**src/rtl/tht_pkg.sv**
```systemverilog
// shared types and constants for the terrain height sampler
package tht_pkg;

   // heightmap geometry
   localparam int MAP_SIZE_LOG2 = 8;
   localparam int MAP_SIZE      = 1 << MAP_SIZE_LOG2;
   localparam int ADDR_W        = 2 * MAP_SIZE_LOG2;
   localparam int STORE_DEPTH   = 1 << ADDR_W;

   // queue sizes
   localparam int CMDQ_DEPTH  = 4;
   localparam int CMDQ_PTR_W  = $clog2(CMDQ_DEPTH);
   localparam int CMDQ_CNT_W  = $clog2(CMDQ_DEPTH + 1);
   localparam int OUTQ_DEPTH  = 8;
   localparam int OUTQ_PTR_W  = $clog2(OUTQ_DEPTH);
   localparam int OUTQ_CNT_W  = $clog2(OUTQ_DEPTH + 1);
   localparam int BACK_STAGES = 5;
   localparam int INFL_W      = $clog2(BACK_STAGES + 1);

   // opcodes
   localparam logic OP_WRITE = 1'b0;
   localparam logic OP_QUERY = 1'b1;

   // register indexes
   localparam logic [1:0] CSR_HALF_EXTENT  = 2'd0;
   localparam logic [1:0] CSR_INV_EXTENT   = 2'd1;
   localparam logic [1:0] CSR_HEIGHT_SCALE = 2'd2;
   localparam logic [15:0] HEIGHT_SCALE_RESET = 16'd256;

   typedef logic [MAP_SIZE_LOG2-1:0] idx_type;
   typedef logic [ADDR_W-1:0]        addr_type;

   typedef struct packed {
      logic [30:0] half_extent;
      logic [31:0] inv_extent;
      logic [15:0] height_scale;
   } cfg_type;

   // one classified item between front and back
   typedef struct packed {
      logic        is_query;
      logic        wr_en;
      addr_type    wr_addr;
      logic [15:0] wr_data;
      idx_type     x0;
      idx_type     x1;
      idx_type     z0;
      idx_type     z1;
      logic [15:0] u;
      logic [15:0] v;
   } cmd_type;

   typedef struct packed {
      logic                  issue;
      logic [OUTQ_CNT_W-1:0] out_count;
      logic [INFL_W-1:0]     inflight;
   } back_status_type;

endpackage

```
**src/rtl/tht_front.sv**
```systemverilog
// front part: takes items, maps coordinates to cell and weights, command queue
module tht_front (
   input  logic                 clock,
   input  logic                 reset,
   input  tht_pkg::cfg_type     cfg,
   input  logic                 req_push,
   output logic                 req_full,
   input  logic                 req_opcode,
   input  logic signed [31:0]   req_coord_x,
   input  logic signed [31:0]   req_coord_z,
   input  logic [15:0]          req_sample_addr,
   input  logic signed [15:0]   req_sample_value,
   input  logic                 cmd_pop,
   output tht_pkg::cmd_type     cmd_head,
   output logic                 cmd_valid
);
   import tht_pkg::*;

   logic                  s1_vld_ff, s1_vld_in;
   logic                  s1_op_ff;
   logic [31:0]           s1_x_ff, s1_z_ff;
   logic [15:0]           s1_addr_ff, s1_value_ff;
   logic                  s2_vld_ff, s2_vld_in;
   logic                  s2_op_ff;
   logic [31:0]           s2_fx_ff, s2_fx_in;
   logic [31:0]           s2_fz_ff, s2_fz_in;
   logic [15:0]           s2_addr_ff, s2_value_ff;
   cmd_type               cq_mem_ff [CMDQ_DEPTH];
   logic [CMDQ_PTR_W-1:0] cq_wr_ff, cq_wr_in;
   logic [CMDQ_PTR_W-1:0] cq_rd_ff, cq_rd_in;
   logic [CMDQ_CNT_W-1:0] cq_count_ff, cq_count_in;
   logic                  accept, s1_move, s2_move, s1_free, s2_free, q_full;
   logic signed [32:0]    px, pz;
   logic signed [65:0]    prod_x, prod_z;
   cmd_type               entry;

   // stage flow control
   assign q_full   = (cq_count_ff == CMDQ_CNT_W'(CMDQ_DEPTH));
   assign s2_move  = s2_vld_ff & ~q_full;
   assign s2_free  = ~s2_vld_ff | s2_move;
   assign s1_move  = s1_vld_ff & s2_free;
   assign s1_free  = ~s1_vld_ff | s1_move;
   assign req_full = ~s1_free;
   assign accept   = req_push & ~req_full;

   assign s1_vld_in = accept | (s1_vld_ff & ~s1_move);
   assign s2_vld_in = s1_move | (s2_vld_ff & ~s2_move);

   // wrap position: (coord + half extent) * inverse extent, keep bits 47..16
   assign px     = {s1_x_ff[31], s1_x_ff} + {2'b00, cfg.half_extent};
   assign pz     = {s1_z_ff[31], s1_z_ff} + {2'b00, cfg.half_extent};
   assign prod_x = px * $signed({1'b0, cfg.inv_extent});
   assign prod_z = pz * $signed({1'b0, cfg.inv_extent});
   assign s2_fx_in = prod_x[47:16];
   assign s2_fz_in = prod_z[47:16];

   // classify the item and split fractions into cell index and weight
   always_comb begin
      entry          = '0;
      entry.is_query = (s2_op_ff == OP_QUERY);
      entry.wr_en    = (32'(s2_addr_ff) < 32'(STORE_DEPTH));
      entry.wr_addr  = ADDR_W'(s2_addr_ff);
      entry.wr_data  = s2_value_ff;
      entry.x0       = s2_fx_ff[31 -: MAP_SIZE_LOG2];
      entry.z0       = s2_fz_ff[31 -: MAP_SIZE_LOG2];
      entry.u        = s2_fx_ff[31-MAP_SIZE_LOG2 -: 16];
      entry.v        = s2_fz_ff[31-MAP_SIZE_LOG2 -: 16];
      // neighbour index clamped at the map edge
      entry.x1 = (entry.x0 == idx_type'(MAP_SIZE - 1)) ? entry.x0 : entry.x0 + 1'b1;
      entry.z1 = (entry.z0 == idx_type'(MAP_SIZE - 1)) ? entry.z0 : entry.z0 + 1'b1;
   end

   // command queue pointers
   assign cq_wr_in    = s2_move ? cq_wr_ff + 1'b1 : cq_wr_ff;
   assign cq_rd_in    = cmd_pop ? cq_rd_ff + 1'b1 : cq_rd_ff;
   assign cq_count_in = cq_count_ff + CMDQ_CNT_W'(s2_move) - CMDQ_CNT_W'(cmd_pop);
   assign cmd_valid   = (cq_count_ff != '0);
   assign cmd_head    = cq_mem_ff[cq_rd_ff];

   // control registers
   always_ff @(posedge clock) begin
      if (reset) begin
         s1_vld_ff   <= 1'b0;
         s2_vld_ff   <= 1'b0;
         cq_wr_ff    <= '0;
         cq_rd_ff    <= '0;
         cq_count_ff <= '0;
      end else begin
         s1_vld_ff   <= s1_vld_in;
         s2_vld_ff   <= s2_vld_in;
         cq_wr_ff    <= cq_wr_in;
         cq_rd_ff    <= cq_rd_in;
         cq_count_ff <= cq_count_in;
      end
   end

   // payload registers
   always_ff @(posedge clock) begin
      if (accept) begin
         s1_op_ff    <= req_opcode;
         s1_x_ff     <= req_coord_x;
         s1_z_ff     <= req_coord_z;
         s1_addr_ff  <= req_sample_addr;
         s1_value_ff <= req_sample_value;
      end
      if (s1_move) begin
         s2_op_ff    <= s1_op_ff;
         s2_fx_ff    <= s2_fx_in;
         s2_fz_ff    <= s2_fz_in;
         s2_addr_ff  <= s1_addr_ff;
         s2_value_ff <= s1_value_ff;
      end
      if (s2_move) begin
         cq_mem_ff[cq_wr_ff] <= entry;
      end
   end

endmodule

```
**config.mk**
```make
export PLATFORM = sky130hd
export DESIGN_NAME = tht_front
export DESIGN_NICKNAME = d
export VERILOG_FILES = /design/src/rtl/tht_pkg.sv /design/src/rtl/tht_front.sv
export SDC_FILE = /design/constraint.sdc
export NUM_CORES = 2
export LEC_CHECK = 0
export ABC_AREA = 1
export ABC_CLOCK_PERIOD_IN_PS = 20600
export BUFFER_PORTS_ARGS = -buffer_cell sky130_fd_sc_hd__buf_2
export CORE_ASPECT_RATIO = 0.8
export CORE_MARGIN = 5
export CORE_UTILIZATION = 50
export CTS_CLUSTER_SIZE = 20
export DETAILED_ROUTE_END_ITERATION = 12
export PLACE_DENSITY = 0.66
export SLEW_MARGIN = 15
export SYNTH_ARGS = -nofsm -noshare
export SYNTH_HDL_FRONTEND = slang
export SYNTH_SLANG_ARGS = --single-unit
```
**constraint.sdc**
```tcl
create_clock -name clock -period 20.6 [get_ports clock]
set_clock_uncertainty 0.05 [all_clocks]
set_input_delay 2.06 -clock clock [delete_from_list [all_inputs] [get_ports clock]]
set_output_delay 2.06 -clock clock [all_outputs]
set_load 0.03 [all_outputs]
```
==> flow_summary.ini <==
[worst_setup_path]
crit_required_ns = 20.87
critPathTopFamily = adder cells
crit_path_end_kind = register
critPathSlowestCell = xor2_2
critPathMaxFanout = 25
start_kind = input pin
path_depth = 35
slowest_delay_ns = 0.88
cpMostUsedCell = fa_1
path_buf_inv = 7
crit_type = input pin to register
r2r_cells = 34
cp.arrival_ns = 11.98

[placed_design]
placement.io_buffers = 262
place.gp.congestion = 0.984
place_hpwl_microns = 193000
placed_cells = 11100

[sta]
timing.fmax_mhz = 85.4
fin_crit_sh_pct = 56.8
max_slew.worst_pin.slew_ns = 1.27
min_period_ns = 11.71
hold_violations = 0
setup_viol = 0
slew_headroom_pct = 15.4
finalSetupTns_ns = 0
rsz0062_at_grt = false
whs_ns = 0.368
drv_slew = 0

[route]
vias = 61600
wirelength_microns = 246000
wl_per_cell_microns = 21.8
drc = 0
viasPerCell = 5.48
first_pass_iters = 6
drtAntennaViolNets = 0
drtIter0Drc = 5202

[synth]
synth.lib_cells_used.distinct = 58
synth_area_leaders = fa_1, edfxtp_1, inv_1
ys_warn_count = 0
synth_area_per_cell_sq_um = 9.10
syn_inst = 8985
syn-num-nets = 11200
async_flop_share_pct = 0
ys_seq_elements = 577
synth_edf_count = 566
synthesis.area_sq_um = 81700
ys_seq_area_share_pct = 21.1
synth_ff_type = edfxtp_1
synth_top_area_share_pct = 41.2
synth_top_area_cell = fa_1

[clocking]
cts_tree = built
cts_buffer_depth = 3
root_buffer = clkbuf_16
clkLatencyLatePin_ns = 0.67
cts-buffers-inserted = 55
cts-hold-fix-buffers = 0
cts-resized-gates = 0
clock_sinks = 577
cts_max_level = 2
clk_pin_slew_worst_paths_ns = 0.06
post-cts-setup-buffers = 0

[die]
initial_core_util_pct = 50.4
core_area_sq_um = 162000
io-pin-count = 280
die_h_microns = 372
dieArea_sq_um = 172000
die_w_microns = 462
rows = 132

[status]
status = finished, final reports clean

[global_route]
grt_pass1_vias = 66000
grt_pass1_wl_microns = 386000
antenna_found_initial = 14
overflow = 0
grt_use_total_pct = 29.6
grt_start_max_net_pins = 104

[final_layout]
finalNetCount = 11300
fillers = 14800
drive_gt1_share_pct = 6.53
regArea_sq_um = 17200
syn_to_final_growth_pct = 6.59
fin_cells = 11200
multi_input_area_sq_um = 55200

[flow_run]
drv_cap = 0

[min_path]
hold_depth = 0
hp-class = register to register
## registers in the layout (all words and copies together), names as in the netlist, 16 cells and up, named ones only
signal	cells
cq_mem_ff	388
s1_addr_ff	16
s1_value_ff	16
s1_x_ff	32
s1_z_ff	32
s2_addr_ff	16
s2_fx_ff	24
s2_fz_ff	24
s2_value_ff	16
## layout make-up
class / count / share of cell area (%)
Antenna cell: 10 / 0.0287
Sequential cell: 577 / 19.8
Tap cell: 2144 / 3.08
Inverter: 2104 / 9.08
Multi-Input combinational cell: 5927 / 63.4
Clock inverter: 38 / 0.485
Clock buffer: 65 / 1.62
Timing Repair Buffer: 382 / 2.54
## cell families after synthesis
family	count (synthesis)	share of synthesized area, %
AND/OR/NAND/NOR	3107	15.1
buffers and inverters	2481	11.4
adder cells (fa/ha/maj)	2053	46.9
AO/OA/AOI/OAI	668	4.47
flip-flops	577	21.1
XOR/XNOR	96	1.03
multiplexers	2	0.0276
other	1	0.00459
## layer usage
metal | wire (microns) | vias to the layer above | part of all wire (%) | global-route usage, %
met5 | 83 | - | 0.034 | 0
met4 | 9930 | 14 | 4.0 | 9.95
met3 | 26400 | 518 | 11 | 7.38
met2 | 109000 | 2946 | 44 | 46.1
met1 | 99900 | 31400 | 41 | 40.7
li1 | - | 26800 | - | -
## cells in the mapped netlist, types with 2 or more instances
cell       number
a2111oi_0       2
a211oi_1        2
a21boi_0        4
a21o_1          6
a21oi_1       189
a31o_2          2
a31oi_1        17
and2_1          3
buf_1          13
buf_2           3
clkbuf_1      360
clkinv_1       27
dfxtp_1        11
edfxtp_1      566
fa_1         1683
ha_1          370
inv_1        2060
inv_2          16
mux2_2          2
nand2_1      1384
nand2_2        30
nand2_4         4
nand3_1       116
nand3_2         8
nand3b_1       19
nand4_1        27
nor2_1       1427
nor2_2         17
nor3_1         27
nor3_2          3
nor3b_1         4
nor4_1          9
o211ai_1        6
o21a_1         10
o21ai_0       291
o21ai_1        15
o21bai_1       13
o221ai_1        5
o22ai_1        97
o31ai_1         2
or2_2          24
xnor2_1        42
xor2_1         54
## worst paths after layout
path / startpoint / end / slack [ns]
worst max-delay path: cfg[52] / s2_fx_ff[31]$_DFFE_PP_ / 8.89
worst min-delay path: s1_value_ff[14]$_DFFE_PP_ / s2_value_ff[14]$_DFFE_PP_ / 0.37
worst max register to register: s1_x_ff[4]$_DFFE_PP_ / s2_fx_ff[31]$_DFFE_PP_ / 10.04
worst min register to register: s1_value_ff[14]$_DFFE_PP_ / s2_value_ff[14]$_DFFE_PP_ / 0.37
## layout by cell type (no fill, tap or decap), drive strengths merged, types with 21 or more instances in the layout
master,netlist,layout
buf,17,382
o21ai,307,307
fa,1683,1683
nand3b,21,21
nor2,1445,1445
o22ai,97,97
nor3,30,30
nand3,124,124
nand2,1418,1418
nand4,27,27
edfxtp,566,566
clkinv,27,53
xor2,54,54
or2,26,26
clkbuf,360,65
a21oi,190,190
ha,370,370
inv,2077,2081
xnor2,42,42
## stage by stage
step           setup WS, ns  util (%)  area [sq um]
4_1_cts                9.06      53.7         87100
6_report               8.89      53.7         87100
3_3_place_gp           8.38      52.6         85300
5_1_grt                8.34      53.7         87100
2_1_floorplan         10.54         -         81700
3_5_place_dp           8.36      52.6         85300
Power is not shown: default switching activity piles up to over one toggle a cycle in this logic, so the estimate is an artifact.
